[src/sv/jsu_pkg.sv]
package jsu_pkg;

	// Parse modes of the front end
	typedef enum logic [2:0] {
		M_PLAIN,
		M_ESC,
		M_HEX1,
		M_BSL,
		M_U,
		M_HEX2,
		M_UTF8
	} mode_t;

	// Result kinds
	localparam logic [1:0] KIND_DATA = 2'd0;
	localparam logic [1:0] KIND_ERR  = 2'd1;
	localparam logic [1:0] KIND_END  = 2'd2;

	// Error codes
	localparam logic [3:0] ERR_CUT_ESC   = 4'd0;
	localparam logic [3:0] ERR_BAD_ESC   = 4'd1;
	localparam logic [3:0] ERR_CUT_HEX   = 4'd2;
	localparam logic [3:0] ERR_NON_HEX   = 4'd3;
	localparam logic [3:0] ERR_NO_LOW_U  = 4'd4;
	localparam logic [3:0] ERR_NOT_LOW   = 4'd5;
	localparam logic [3:0] ERR_LONE_LOW  = 4'd6;
	localparam logic [3:0] ERR_CONTROL   = 4'd7;
	localparam logic [3:0] ERR_BARE      = 4'd8;
	localparam logic [3:0] ERR_BAD_UTF8  = 4'd9;
	localparam logic [3:0] ERR_CUT_UTF8  = 4'd10;

	// Request type
	localparam logic REQ_BYTE = 1'b0;
	localparam logic REQ_END  = 1'b1;

	// Results per transaction and queue sizing
	localparam int NSLOT      = 4;
	localparam int CNT_W      = $clog2(NSLOT + 1);
	localparam int IDX_W      = $clog2(NSLOT);
	localparam int FIFO_DEPTH = 4;
	localparam int FIFO_AW    = $clog2(FIFO_DEPTH);
	localparam int FIFO_CW    = $clog2(FIFO_DEPTH + 1);

	typedef struct packed {
		logic [7:0] out_byte;
		logic [1:0] kind;
		logic [3:0] code;
	} result_t;

	// All results caused by one input transaction
	typedef struct packed {
		logic [CNT_W-1:0]          count;
		result_t [NSLOT-1:0]       slot;
	} bundle_t;

	typedef struct packed {
		logic    valid;
		bundle_t bnd;
	} push_t;

	typedef struct packed {
		logic    empty;
		logic    full;
		bundle_t head;
	} fifo_stat_t;

endpackage

[src/sv/jsu_if.sv]
interface jsu_in_if;
	logic       valid;
	logic       ready;
	logic       req_type;
	logic [7:0] in_byte;

	modport source (output valid, output req_type, output in_byte, input ready);
	modport sink (input valid, input req_type, input in_byte, output ready);
endinterface

interface jsu_out_if;
	logic       valid;
	logic       ready;
	logic [7:0] out_byte;
	logic [1:0] out_kind;
	logic [3:0] error_code;
	logic       last_of_run;

	modport source (output valid, output out_byte, output out_kind, output error_code,
		output last_of_run, input ready);
	modport sink (input valid, input out_byte, input out_kind, input error_code,
		input last_of_run, output ready);
endinterface

[src/sv/json_string_unescape_utf8_check_top.sv]
// Each result is written into the bundle queue and then loaded into the output register.
// Throughput: one input byte per cycle while the queue is not full; the output side delivers one
// result per cycle while out_ch.ready is high, so a \u escape yields up to four result bytes.
// A four-entry queue of per-transaction result bundles decouples parser and output.
// Reset (arst_n low, asynchronous) returns the parser to plain text and empties the queue.
module json_string_unescape_utf8_check_top
	import jsu_pkg::*;
(
	input  logic       clk,
	input  logic       arst_n,
	jsu_in_if.sink     in_ch,
	jsu_out_if.source  out_ch
);

	push_t      push;
	fifo_stat_t stat;
	logic       pop;

	jsu_front u_front (
		.clk    (clk),
		.arst_n (arst_n),
		.in_ch  (in_ch),
		.full   (stat.full),
		.push   (push)
	);

	jsu_fifo u_fifo (
		.clk    (clk),
		.arst_n (arst_n),
		.push   (push),
		.pop    (pop),
		.stat   (stat)
	);

	jsu_back u_back (
		.clk    (clk),
		.arst_n (arst_n),
		.stat   (stat),
		.pop    (pop),
		.out_ch (out_ch)
	);

endmodule

[src/sv/jsu_front.sv]
module jsu_front
	import jsu_pkg::*;
(
	input  logic         clk,
	input  logic         arst_n,
	jsu_in_if.sink       in_ch,
	input  logic         full,
	output push_t        push
);

	mode_t       mode_q, mode_d;
	logic [1:0]  hex_cnt_q, hex_cnt_d;
	logic [11:0] hex_val_q, hex_val_d;
	logic [9:0]  high_q, high_d;
	logic [1:0]  left_q, left_d;
	logic [7:0]  clo_q, clo_d;
	logic [7:0]  chi_q, chi_d;
	logic        failed_q, failed_d;

	logic        acc;
	logic [7:0]  c;
	logic        dig_ok;
	logic [3:0]  dig;
	logic [15:0] v;
	logic        v_high, v_low;
	logic [20:0] cp;
	logic        esc_ok;
	logic [7:0]  esc_val;
	bundle_t     bnd;

	function automatic result_t mk_data(input logic [7:0] b);
		result_t r;
		r.out_byte = b;
		r.kind = KIND_DATA;
		r.code = 4'd0;
		return r;
	endfunction

	function automatic result_t mk_err(input logic [3:0] e);
		result_t r;
		r.out_byte = 8'd0;
		r.kind = KIND_ERR;
		r.code = e;
		return r;
	endfunction

	function automatic result_t mk_end();
		result_t r;
		r.out_byte = 8'd0;
		r.kind = KIND_END;
		r.code = 4'd0;
		return r;
	endfunction

	assign in_ch.ready = !full;
	assign acc = in_ch.valid && in_ch.ready;
	assign c = in_ch.in_byte;

	// Hex digit decode
	always_comb begin
		dig_ok = 1'b1;
		dig = 4'd0;
		if (c >= 8'h30 && c <= 8'h39) begin
			dig = 4'(c - 8'h30);
		end else if (c >= 8'h41 && c <= 8'h46) begin
			dig = 4'(c - 8'h37);
		end else if (c >= 8'h61 && c <= 8'h66) begin
			dig = 4'(c - 8'h57);
		end else begin
			dig_ok = 1'b0;
		end
	end

	assign v = {hex_val_q, dig};
	assign v_high = (v >= 16'hd800) && (v <= 16'hdbff);
	assign v_low = (v >= 16'hdc00) && (v <= 16'hdfff);

	// Code point: plain BMP value or surrogate pair
	assign cp = (mode_q == M_HEX1) ? {5'd0, v} : (21'h10000 + {1'b0, high_q, v[9:0]});

	// Simple escapes
	always_comb begin
		esc_ok = 1'b1;
		esc_val = c;
		case (c)
			8'h22, 8'h5c, 8'h2f: esc_val = c;
			8'h62: esc_val = 8'h08;
			8'h66: esc_val = 8'h0c;
			8'h6e: esc_val = 8'h0a;
			8'h72: esc_val = 8'h0d;
			8'h74: esc_val = 8'h09;
			default: esc_ok = 1'b0;
		endcase
	end

	// Next state
	always_comb begin
		mode_d = mode_q;
		hex_cnt_d = hex_cnt_q;
		hex_val_d = hex_val_q;
		high_d = high_q;
		left_d = left_q;
		clo_d = clo_q;
		chi_d = chi_q;
		failed_d = failed_q;
		if (in_ch.req_type == REQ_END) begin
			mode_d = M_PLAIN;
			hex_cnt_d = 2'd0;
			hex_val_d = 12'd0;
			high_d = 10'd0;
			left_d = 2'd0;
			clo_d = 8'h80;
			chi_d = 8'hbf;
			failed_d = 1'b0;
		end else if (!failed_q) begin
			case (mode_q)
				M_ESC: begin
					mode_d = M_PLAIN;
					if (c == 8'h75) begin
						mode_d = M_HEX1;
						hex_cnt_d = 2'd0;
						hex_val_d = 12'd0;
					end else if (!esc_ok) begin
						failed_d = 1'b1;
					end
				end
				M_HEX1, M_HEX2: begin
					if (!dig_ok) begin
						failed_d = 1'b1;
					end else begin
						hex_val_d = v[11:0];
						if (hex_cnt_q != 2'd3) begin
							hex_cnt_d = hex_cnt_q + 2'd1;
						end else begin
							hex_cnt_d = 2'd0;
							if (mode_q == M_HEX1) begin
								if (v_high) begin
									high_d = v[9:0];
									mode_d = M_BSL;
								end else if (v_low) begin
									failed_d = 1'b1;
								end else begin
									mode_d = M_PLAIN;
								end
							end else if (!v_low) begin
								failed_d = 1'b1;
							end else begin
								mode_d = M_PLAIN;
							end
						end
					end
				end
				M_BSL: begin
					if (c == 8'h5c) mode_d = M_U;
					else failed_d = 1'b1;
				end
				M_U: begin
					if (c == 8'h75) begin
						mode_d = M_HEX2;
						hex_cnt_d = 2'd0;
						hex_val_d = 12'd0;
					end else begin
						failed_d = 1'b1;
					end
				end
				M_UTF8: begin
					if (c < clo_q || c > chi_q) begin
						failed_d = 1'b1;
					end else begin
						clo_d = 8'h80;
						chi_d = 8'hbf;
						left_d = left_q - 2'd1;
						if (left_q == 2'd1) mode_d = M_PLAIN;
					end
				end
				default: begin
					// plain text, also any stray mode code
					mode_d = M_PLAIN;
					if (c == 8'h5c) begin
						mode_d = M_ESC;
					end else if (c <= 8'h1f || c == 8'h22) begin
						failed_d = 1'b1;
					end else if (c <= 8'h7f) begin
						mode_d = M_PLAIN;
					end else if (c >= 8'hc2 && c <= 8'hdf) begin
						mode_d = M_UTF8; left_d = 2'd1; clo_d = 8'h80; chi_d = 8'hbf;
					end else if (c == 8'he0) begin
						mode_d = M_UTF8; left_d = 2'd2; clo_d = 8'ha0; chi_d = 8'hbf;
					end else if (c == 8'hed) begin
						mode_d = M_UTF8; left_d = 2'd2; clo_d = 8'h80; chi_d = 8'h9f;
					end else if (c >= 8'he1 && c <= 8'hef) begin
						mode_d = M_UTF8; left_d = 2'd2; clo_d = 8'h80; chi_d = 8'hbf;
					end else if (c == 8'hf0) begin
						mode_d = M_UTF8; left_d = 2'd3; clo_d = 8'h90; chi_d = 8'hbf;
					end else if (c >= 8'hf1 && c <= 8'hf3) begin
						mode_d = M_UTF8; left_d = 2'd3; clo_d = 8'h80; chi_d = 8'hbf;
					end else if (c == 8'hf4) begin
						mode_d = M_UTF8; left_d = 2'd3; clo_d = 8'h80; chi_d = 8'h8f;
					end else begin
						failed_d = 1'b1;
					end
				end
			endcase
		end
	end

	// Results of this transaction
	always_comb begin
		bnd = '0;
		if (in_ch.req_type == REQ_END) begin
			bnd.count = CNT_W'(1);
			bnd.slot[0] = mk_end();
			if (!failed_q) begin
				case (mode_q)
					M_ESC: begin
						bnd.count = CNT_W'(2); bnd.slot[0] = mk_err(ERR_CUT_ESC);
						bnd.slot[1] = mk_end();
					end
					M_HEX1, M_HEX2: begin
						bnd.count = CNT_W'(2); bnd.slot[0] = mk_err(ERR_CUT_HEX);
						bnd.slot[1] = mk_end();
					end
					M_BSL, M_U: begin
						bnd.count = CNT_W'(2); bnd.slot[0] = mk_err(ERR_NO_LOW_U);
						bnd.slot[1] = mk_end();
					end
					M_UTF8: begin
						bnd.count = CNT_W'(2); bnd.slot[0] = mk_err(ERR_CUT_UTF8);
						bnd.slot[1] = mk_end();
					end
					default: bnd.count = CNT_W'(1);
				endcase
			end
		end else if (!failed_q) begin
			case (mode_q)
				M_ESC: begin
					if (c == 8'h75) begin
						bnd.count = '0;
					end else if (esc_ok) begin
						bnd.count = CNT_W'(1); bnd.slot[0] = mk_data(esc_val);
					end else begin
						bnd.count = CNT_W'(1); bnd.slot[0] = mk_err(ERR_BAD_ESC);
					end
				end
				M_HEX1, M_HEX2: begin
					if (!dig_ok) begin
						bnd.count = CNT_W'(1); bnd.slot[0] = mk_err(ERR_NON_HEX);
					end else if (hex_cnt_q != 2'd3) begin
						bnd.count = '0;
					end else if (mode_q == M_HEX1 && v_high) begin
						bnd.count = '0;
					end else if (mode_q == M_HEX1 && v_low) begin
						bnd.count = CNT_W'(1); bnd.slot[0] = mk_err(ERR_LONE_LOW);
					end else if (mode_q == M_HEX2 && !v_low) begin
						bnd.count = CNT_W'(1); bnd.slot[0] = mk_err(ERR_NOT_LOW);
					end else if (cp < 21'h80) begin
						bnd.count = CNT_W'(1);
						bnd.slot[0] = mk_data(cp[7:0]);
					end else if (cp <= 21'h7ff) begin
						bnd.count = CNT_W'(2);
						bnd.slot[0] = mk_data({3'b110, cp[10:6]});
						bnd.slot[1] = mk_data({2'b10, cp[5:0]});
					end else if (cp <= 21'hffff) begin
						bnd.count = CNT_W'(3);
						bnd.slot[0] = mk_data({4'b1110, cp[15:12]});
						bnd.slot[1] = mk_data({2'b10, cp[11:6]});
						bnd.slot[2] = mk_data({2'b10, cp[5:0]});
					end else begin
						bnd.count = CNT_W'(4);
						bnd.slot[0] = mk_data({5'b11110, cp[20:18]});
						bnd.slot[1] = mk_data({2'b10, cp[17:12]});
						bnd.slot[2] = mk_data({2'b10, cp[11:6]});
						bnd.slot[3] = mk_data({2'b10, cp[5:0]});
					end
				end
				M_BSL: begin
					if (c != 8'h5c) begin
						bnd.count = CNT_W'(1); bnd.slot[0] = mk_err(ERR_NO_LOW_U);
					end
				end
				M_U: begin
					if (c != 8'h75) begin
						bnd.count = CNT_W'(1); bnd.slot[0] = mk_err(ERR_NO_LOW_U);
					end
				end
				M_UTF8: begin
					bnd.count = CNT_W'(1);
					if (c < clo_q || c > chi_q) bnd.slot[0] = mk_err(ERR_BAD_UTF8);
					else bnd.slot[0] = mk_data(c);
				end
				default: begin
					bnd.count = CNT_W'(1);
					if (c == 8'h5c) bnd.count = '0;
					else if (c <= 8'h1f) bnd.slot[0] = mk_err(ERR_CONTROL);
					else if (c == 8'h22) bnd.slot[0] = mk_err(ERR_BARE);
					else if (c <= 8'h7f) bnd.slot[0] = mk_data(c);
					else if (c >= 8'hc2 && c <= 8'hf4) bnd.slot[0] = mk_data(c);
					else bnd.slot[0] = mk_err(ERR_BAD_UTF8);
				end
			endcase
		end
	end

	assign push.valid = acc && (bnd.count != '0);
	assign push.bnd = bnd;

	// Parse state registers
	always_ff @(posedge clk or negedge arst_n) begin
		if (!arst_n) begin
			mode_q <= M_PLAIN;
			hex_cnt_q <= 2'd0;
			hex_val_q <= 12'd0;
			high_q <= 10'd0;
			left_q <= 2'd0;
			clo_q <= 8'h80;
			chi_q <= 8'hbf;
			failed_q <= 1'b0;
		end else if (acc) begin
			mode_q <= mode_d;
			hex_cnt_q <= hex_cnt_d;
			hex_val_q <= hex_val_d;
			high_q <= high_d;
			left_q <= left_d;
			clo_q <= clo_d;
			chi_q <= chi_d;
			failed_q <= failed_d;
		end
	end

	// End marker always returns the parser to its idle state
	a_end_clears: assert property (@(posedge clk) disable iff (!arst_n)
		(acc && in_ch.req_type == REQ_END) |=> (mode_q == M_PLAIN && !failed_q))
		else $error("parser not idle after end of string");

	// An error stops all further results until the end marker
	a_quiet_after_fail: assert property (@(posedge clk) disable iff (!arst_n)
		(failed_q && in_ch.req_type == REQ_BYTE) |-> !push.valid)
		else $error("result produced after an error");

	// Inside a multibyte sequence, continuation bytes are always pending
	a_left_mode: assert property (@(posedge clk) disable iff (!arst_n)
		(mode_q == M_UTF8 && !failed_q) |-> (left_q != 2'd0))
		else $error("multibyte sequence with no bytes left");

endmodule

[src/sv/jsu_fifo.sv]
module jsu_fifo
	import jsu_pkg::*;
(
	input  logic       clk,
	input  logic       arst_n,
	input  push_t      push,
	input  logic       pop,
	output fifo_stat_t stat
);

	bundle_t            mem_q [FIFO_DEPTH];
	logic [FIFO_AW-1:0] wr_q;
	logic [FIFO_AW-1:0] rd_q;
	logic [FIFO_CW-1:0] cnt_q;
	logic               do_push;
	logic               do_pop;

	assign stat.empty = (cnt_q == '0);
	assign stat.full = (cnt_q == FIFO_CW'(FIFO_DEPTH));
	assign stat.head = mem_q[rd_q];
	assign do_push = push.valid && !stat.full;
	assign do_pop = pop && !stat.empty;

	// Bundle storage
	always_ff @(posedge clk) begin
		if (do_push) mem_q[wr_q] <= push.bnd;
	end

	// Pointers and fill level
	always_ff @(posedge clk or negedge arst_n) begin
		if (!arst_n) begin
			wr_q <= '0;
			rd_q <= '0;
			cnt_q <= '0;
		end else begin
			if (do_push) wr_q <= wr_q + FIFO_AW'(1);
			if (do_pop) rd_q <= rd_q + FIFO_AW'(1);
			if (do_push && !do_pop) cnt_q <= cnt_q + FIFO_CW'(1);
			else if (!do_push && do_pop) cnt_q <= cnt_q - FIFO_CW'(1);
		end
	end

	a_no_overflow: assert property (@(posedge clk) disable iff (!arst_n)
		!(push.valid && stat.full))
		else $error("push into full queue");

	a_no_underflow: assert property (@(posedge clk) disable iff (!arst_n)
		!(pop && stat.empty))
		else $error("pop from empty queue");

endmodule

[src/sv/jsu_back.sv]
module jsu_back
	import jsu_pkg::*;
(
	input  logic        clk,
	input  logic        arst_n,
	input  fifo_stat_t  stat,
	output logic        pop,
	jsu_out_if.source   out_ch
);

	logic [IDX_W-1:0] idx_q;
	logic             vld_q;
	result_t          res_q;
	logic             last_q;
	logic             load;
	logic             last_slot;
	result_t          cur;

	assign cur = stat.head.slot[idx_q];
	assign last_slot = ({1'b0, idx_q} == (stat.head.count - CNT_W'(1)));
	assign load = !stat.empty && (!vld_q || out_ch.ready);
	assign pop = load && last_slot;

	// Slot walk and output register
	always_ff @(posedge clk or negedge arst_n) begin
		if (!arst_n) begin
			idx_q <= '0;
			vld_q <= 1'b0;
		end else begin
			if (load) begin
				vld_q <= 1'b1;
				idx_q <= last_slot ? '0 : idx_q + IDX_W'(1);
			end else if (out_ch.ready) begin
				vld_q <= 1'b0;
			end
		end
	end

	always_ff @(posedge clk) begin
		if (load) begin
			res_q <= cur;
			last_q <= last_slot;
		end
	end

	assign out_ch.valid = vld_q;
	assign out_ch.out_byte = res_q.out_byte;
	assign out_ch.out_kind = res_q.kind;
	assign out_ch.error_code = res_q.code;
	assign out_ch.last_of_run = last_q;

	// The slot index never passes the head bundle's result count
	a_idx_in_range: assert property (@(posedge clk) disable iff (!arst_n)
		!stat.empty |-> ({1'b0, idx_q} < stat.head.count))
		else $error("slot index beyond bundle");

	// Walk restarts at slot zero for every new bundle
	a_idx_restart: assert property (@(posedge clk) disable iff (!arst_n)
		pop |=> (idx_q == '0))
		else $error("slot index not reset after pop");

endmodule

[src/flat_wrapper.sv]
// flat-port wrapper written by rule: the top's interface ports become plain ports
module json_string_unescape_utf8_check_top_flat import jsu_pkg::*;
  (clk, arst_n, in_ch_valid, in_ch_req_type, in_ch_in_byte, in_ch_ready, out_ch_valid, out_ch_out_byte, out_ch_out_kind, out_ch_error_code, out_ch_last_of_run, out_ch_ready);
  jsu_in_if in_ch_i ();
  jsu_out_if out_ch_i ();
  input  logic clk;
  input  logic arst_n;
  input wire logic [$bits(in_ch_i.valid)-1:0] in_ch_valid;
  input wire logic [$bits(in_ch_i.req_type)-1:0] in_ch_req_type;
  input wire logic [$bits(in_ch_i.in_byte)-1:0] in_ch_in_byte;
  output wire logic [$bits(in_ch_i.ready)-1:0] in_ch_ready;
  output wire logic [$bits(out_ch_i.valid)-1:0] out_ch_valid;
  output wire logic [$bits(out_ch_i.out_byte)-1:0] out_ch_out_byte;
  output wire logic [$bits(out_ch_i.out_kind)-1:0] out_ch_out_kind;
  output wire logic [$bits(out_ch_i.error_code)-1:0] out_ch_error_code;
  output wire logic [$bits(out_ch_i.last_of_run)-1:0] out_ch_last_of_run;
  input wire logic [$bits(out_ch_i.ready)-1:0] out_ch_ready;
  assign in_ch_i.valid = in_ch_valid;
  assign in_ch_i.req_type = in_ch_req_type;
  assign in_ch_i.in_byte = in_ch_in_byte;
  assign in_ch_ready = in_ch_i.ready;
  assign out_ch_valid = out_ch_i.valid;
  assign out_ch_out_byte = out_ch_i.out_byte;
  assign out_ch_out_kind = out_ch_i.out_kind;
  assign out_ch_error_code = out_ch_i.error_code;
  assign out_ch_last_of_run = out_ch_i.last_of_run;
  assign out_ch_i.ready = out_ch_ready;
  json_string_unescape_utf8_check_top u_core (.clk(clk), .arst_n(arst_n), .in_ch(in_ch_i), .out_ch(out_ch_i));
endmodule
[config.mk]
export PLATFORM = sky130hd
export DESIGN_NAME = json_string_unescape_utf8_check_top_flat
export DESIGN_NICKNAME = d
export VERILOG_FILES = /design/src/sv/jsu_pkg.sv /design/src/sv/jsu_if.sv /design/src/sv/json_string_unescape_utf8_check_top.sv /design/src/sv/jsu_front.sv /design/src/sv/jsu_fifo.sv /design/src/sv/jsu_back.sv /design/src/flat_wrapper.sv
export SDC_FILE = /design/constraint.sdc
export NUM_CORES = 1
export LEC_CHECK = 0
export BUFFER_PORTS_ARGS = -buffer_cell sky130_fd_sc_hd__buf_2
export CORE_MARGIN = 3
export CORE_UTILIZATION = 60
export CTS_BUF_LIST = sky130_fd_sc_hd__clkbuf_8
export DETAILED_ROUTE_END_ITERATION = 10
export GPL_ROUTABILITY_DRIVEN = 0
export GPL_TIMING_DRIVEN = 1
export PLACE_DENSITY = 0.85
export REMOVE_ABC_BUFFERS = 1
export SLEW_MARGIN = 10
export SYNTH_ARGS = -nofsm -noshare
export SYNTH_HDL_FRONTEND = slang
export SYNTH_HIERARCHICAL = 1
export SYNTH_SLANG_ARGS = --single-unit
[constraint.sdc]
create_clock -name clk -period 5.7 [get_ports clk]
set_input_delay 1.14 -clock clk [delete_from_list [all_inputs] [get_ports clk]]
set_output_delay 1.14 -clock clk [all_outputs]
set_load 0.1 [all_outputs]
## Word level (Yosys, flattened, before mapping)

Memory sizes are Yosys's and may differ from the RTL's.
Cells that the tools add are included.

| storage, ports and cells | value |
|---|---|
| output and inout bits | 17 |
| memories kept | 1 |
| bits in writable memories | 236 |
| input bits | 13 |
| register bits after elaboration | 71 |

| operators by class | value |
|---|---|
| equal/unequal tests | 40 |
| mux-type cells | 183 |
| order comparisons | 25 |
| reductions and logical operators | 49 |
| add/subtract/negate cells | 12 |

Memories:

| name | words | bits a word | rd ports | clocked after Yosys merged registers in | write ports | line | RTL |
|---|---|---|---|---|---|---|---|
| u_core.u_fifo.mem_q | 4 | 59 | 1 | 0 | 1 | jsu_fifo.sv:11 | `bundle_t mem_q [FIFO_DEPTH];` |

Operators by type and width:

| kind | count |
|---|---|
| $mux W42 | 15 |
| $mux W8 | 26 |
| $mux W14 | 14 |
| $mux W28 | 4 |
| $mux W56 | 2 |
| $mux W3 | 33 |
| $pmux W20 S4 | 1 |
| $mux W10 | 7 |
| $pmux W14 S5 | 1 |
| $mux W59 | 1 |
| $eq A8 B7 Y1 const B | 7 |
| $mux W12 | 4 |
| $mux W2 | 22 |
| $mux W40 | 1 |
| $pmux W8 S5 | 1 |
| $mux W1 | 35 |
| $eq A8 B8 Y1 const B | 4 |
| $ge A16 B16 Y1 const B | 2 |
| $le A16 B16 Y1 const B | 2 |
| $le A8 B8 Y1 const B | 4 |
| $pmux W8 S2 | 2 |
| $pmux W3 S5 | 2 |
| $bmux W14 S2 | 1 |
| $ge A8 B8 Y1 const B | 3 |
| 54 further kinds | 115 |

## Longest topological paths before layout

| logic depth | value |
|---|---|
| word-level depth | 36 |
| depth in mapped cells | 18 |
| depth with buffers taken out | 16 |

## By module

The synthesis kept the hierarchy.

Modules (own cells, without submodules):

| module | area an instance (µm²) | seq. area each (µm²) | cells each | times used |
|---|---|---|---|---|
| jsu_fifo | 9,009.9 | 7,262.0 | 345 | 1 |
| jsu_front | 3,948.8 | 853.3 | 552 | 1 |
| jsu_back | 1,021.0 | 525.5 | 55 | 1 |

## Worst setup path after synthesis

Ideal clock, no wire load.

| path | value |
|---|---|
| path type | input to register |
| start | input in_ch_in_byte[0] |
| end | memory u_core/u_fifo/mem_q[2][0] (netlist bit) (enable) |
| arrival | 5.052 ns |
| cell stages on the path | 13 |
| path slack | 0.225 ns |
| setup time | 0.423 ns |
| cells stage by stage | clkbuf_1 inv_1 ha_1 nor3b_1 or4_4 a2111o_1 nor2_2 nand3_1 inv_2 o311a_1 nor2b_1 buf_6 and2_1 |

RTL lines:

| what | line | RTL |
|---|---|---|
| from (decl) | flat_wrapper.sv:10 | `input wire logic [$bits(in_ch_i.in_byte)-1:0] in_ch_in_byte;` |
| to (decl) | jsu_fifo.sv:11 |  |

==> results.txt <==
----------------------------------------------------
[Outcome]
  Status ... finished, final reports clean

[Setup path]
  Category of the worst setup path launch point ... input pin
  Most used cell along the critical path ... sky130_fd_sc_hd__xor2_1
  Worst EP arrival ... 5260 ps
  Crit Path Category ... in2reg
  Slowest cell on the critical path ... sky130_fd_sc_hd__or4_4
  Series of cell instances along the critical path ... buf_2, or3b_4, or4_4, a2111o_1, nor2_2, nand3_1, inv_2, o311a_1, nor2b_1, ha_1, inv_1, fa_1, xor2_1, nor2_1, xor2_1
  Delay of the slowest cell on the worst path ... approximately 520 ps
  Crit path max fanout ... 15
  Critical path required time ... 6150 ps
  Crit. End Element ... register

[Pwr]
  Maximum VDD drop ... 0.000231 V
  Leakage power ... 5.35 nW
  Power per standard cell area ... roughly 490 mW/mm2

[Die]
  Die W ... 159 um
  Placeable Area ... 0.0228 mm2
  Die outline height ... 159 um
  Number of primary I/O pins ... 30
  Number of core rows ... 55
  Starting density of the core ... between 60% and 70%
  Die area ... 0.0252 mm2

[Clocking]
  Post-cts hold buffer count ... 0
  CTS-repair resized insts ... 0
  Number of sinks handled by clock tree synthesis ... 295
  Maximum count of clock buffers along a single path ... 3
  Inserted Clock Buffers ... 46
  Number of levels the H-tree was split into ... 2
  CTS clock-pin slew for the worst setup and hold paths ... 60 ps
  Root buffer cell ... sky130_fd_sc_hd__clkbuf_8
  Count of buffers added by post-CTS timing repair for setup ... 0
  Clock latency of the later-clocked register in the worst-skew pair ... 540 ps
  Clock tree from TritonCTS ... done

[Layout]
  Post-route cell area ... roughly 0.015 mm2
  Final cell count without fillers ... 1338
  Net count of the finished layout ... 1018
  Layout area overhead ... 8.21%
  Antenna diodes ... 0
  Share of final-layout standard cells stronger than drive strength 1 ... 19.9%

[Routing]
  Count of routing violations after the opening detailed-route iteration ... 1182
  Detail Route Antenna Nets ... 0
  Routed wire length ... between 20000 and 30000 um
  Wire per inst ... around 22 um
  Average vias per placed instance ... approximately 6.4
  Number of DRC violations after detailed routing ... 0
  Total vias in the final route ... 8574
  Drt pass-1 iters ... 7

[Timing]
  Number of setup violations in the final report ... 0
  Setup TNS Final ... 0 ps
  Fmax achieved ... 0.208 GHz
  Number of endpoints with negative hold slack in the final report ... 0
  Final Max Tran Viols ... 0
  Pin slew with the least headroom to its limit ... around 1100 ps
  Shortest period the worst path allows ... 4810 ps
  Final period util ... 84.4%
  Max_slew headroom ... 25.9%
  RSZ-0062 raised after global routing ... no
  Final Skew ... around 23 ps

[GRT]
  GRT overflow ... 0
  Initial antenna violation count ... 0
  Via count of the first global-routing pass ... 8378
  Global-route usage over all layers ... 23.8%
  Pin count of the biggest net entering global routing ... 60
  First-pass GRT wire length ... 46200 um

[Worst hold path]
  Worst min-delay path category ... reg2reg

[Placed design]
  Instance area at placement ... 0.0143 mm2
  Half-perimeter wire length after placement ... 19200 um
  Post-placement cell count ... roughly 1300
  Total of buffers placed on input and output ports ... 29

[Synth]
  Post-synthesis cell count ... 952
  Syn_area_per_cell ... approximately 15 um2
  Flip-flop and latch count after synthesis ... 295
  Share of flip-flops with an asynchronous set or reset ... 14.9%
  Number of distinct library cells after synthesis ... 90
  Leading cell types by count after synthesis ... sky130_fd_sc_hd__edfxtp_1 (251), sky130_fd_sc_hd__nand2_1 (68), sky130_fd_sc_hd__mux4_2 (67), sky130_fd_sc_hd__nor2_1 (59), sky130_fd_sc_hd__a21oi_1 (49)
  Most repeated cell in the gate-level netlist after synthesis ... sky130_fd_sc_hd__edfxtp_1
  Portion of synthesized cell area occupied by the leading cell type ... between 50 and 60%
  Cell type contributing the most total cell area after synthesis ... sky130_fd_sc_hd__edfxtp_1
  Proportion of synthesized chip area in sequential cells ... approximately 62%
  Number of enable flip-flop cells after synthesis ... 251
  Area contributors post-synth ... sky130_fd_sc_hd__edfxtp_1 (54%), sky130_fd_sc_hd__mux4_2 (11%), sky130_fd_sc_hd__dfrtp_1 (7.5%)
  Count of warnings emitted by yosys ... 6
  Most used flip-flop cell after synthesis ... sky130_fd_sc_hd__edfxtp_1
  Post-Syn Area ... 0.0140 mm2

[Flow run]
  Max-cap violations ... 0

----------------------------------------------------
## placed cells by master (no fill, tap or decap), types with 12 or more instances in the layout
cell type,instances
sky130_fd_sc_hd__a21oi_1,49
sky130_fd_sc_hd__buf_2,29
sky130_fd_sc_hd__clkbuf_8,47
sky130_fd_sc_hd__conb_1,20
sky130_fd_sc_hd__dfrtp_1,40
sky130_fd_sc_hd__edfxtp_1,251
sky130_fd_sc_hd__ha_1,16
sky130_fd_sc_hd__inv_1,52
sky130_fd_sc_hd__mux2i_1,12
sky130_fd_sc_hd__mux4_2,67
sky130_fd_sc_hd__nand2_1,68
sky130_fd_sc_hd__nand3_1,13
sky130_fd_sc_hd__nor2_1,59
sky130_fd_sc_hd__nor3_1,16
sky130_fd_sc_hd__o21ai_0,24
sky130_fd_sc_hd__o31ai_1,13
## worst max-delay path: cells and delay by family
family	cells	cell delay, ps
xor+xnor	2	340
compound gates	2	640
simple gates	6	1970
buf+inv	3	520
fa+ha+maj	2	650
## power breakdown
group / internal, mW / leakage (nW) / total [mW] / switching, mW
sequential: 2.90 / 2.90 / 3.18 / 0.279
combinational: 1.02 / 1.94 / 2.66 / 1.64
clock: 0.865 / 0.510 / 1.64 / 0.778
## final timing paths
kind | slack, ps | cells after the start | from | to
setup / recovery | 890 | 15 | in_ch_in_byte[6] | u_core/u_fifo/cnt_q[2]
hold reg to reg | 470 | 2 | u_core/u_front/left_q[1] | u_core/u_front/left_q[1]
min in group asynchronous | 700 | 2 | arst_n | u_core/u_back/idx_q[1]
max in group asynchronous | 4540 | 2 | arst_n | u_core/u_fifo/rd_q[0]
setup reg to reg | 1290 | 14 | u_core/u_front/mode_q[1] | u_core/u_fifo/cnt_q[2]
hold / removal | 470 | 2 | u_core/u_front/left_q[1] | u_core/u_front/left_q[1]
## registers in the layout, summed over array words and instances (netlist names), 2 cells and up
name,cells
u_core/u_fifo/wr_q,2
u_core/u_fifo/cnt_q,3
u_core/u_front/mode_q,3
u_core/u_front/clo_q,2
u_core/u_back/idx_q,2
u_core/u_front/left_q,2
u_core/u_back/out_ch.error_code,4
u_core/u_back/out_ch.out_byte,8
u_core/u_front/high_q,10
u_core/u_fifo/mem_q,236
u_core/u_front/hex_val_q,12
u_core/u_front/hex_cnt_q,2
u_core/u_front/chi_q,2
u_core/u_fifo/rd_q,2
u_core/u_back/out_ch.out_kind,2
## layout make-up
| cell class | count | area [um2] |
|---|---|---|
| well taps | 313 | 392 |
| multi-input cells | 567 | 4790 |
| clock buffers | 47 | 647 |
| inverters | 36 | 135 |
| repair buffers | 42 | 305 |
| flip-flops and latches | 295 | 8650 |
| fillers | 1522 | 7650 |
| clock inverters | 38 | 216 |
## metal layers
metal	track usage [%]	wire, um
met2	38.2	14100
met3	4.29	2670
met4	6.96	959
met1	34.1	11700
met5	0	0
## cell families (layout without fill, tap and decap cells)
kind of cell             count (synthesis)  in the layout  synth area share (%)
XOR/XNOR                                14             14                 0.877
flip-flops                             295            295                  61.8
AO/OA/AOI/OAI                          179            179                  8.75
AND/OR/NAND/NOR                        244            244                  8.92
adder cells (fa/ha/maj)                 17             17                  1.58
buffers and inverters                  109            163                  4.58
multiplexers                            93             93                  13.5
other                                    1             20                0.0268
## metrics by stage
step	utilization [%]	worst slack, ps	total power, mW	hold WS (ps)
5_1_grt	66.4	665	7.83	504
3_5_place_dp	62.6	396	5.87	467
3_3_place_gp	62.6	518	5.77	467
2_1_floorplan	-	288	5.20	444
4_1_cts	66.4	959	7.51	480
6_report	66.4	890	7.48	474
Power figures use the tool's default switching activity.
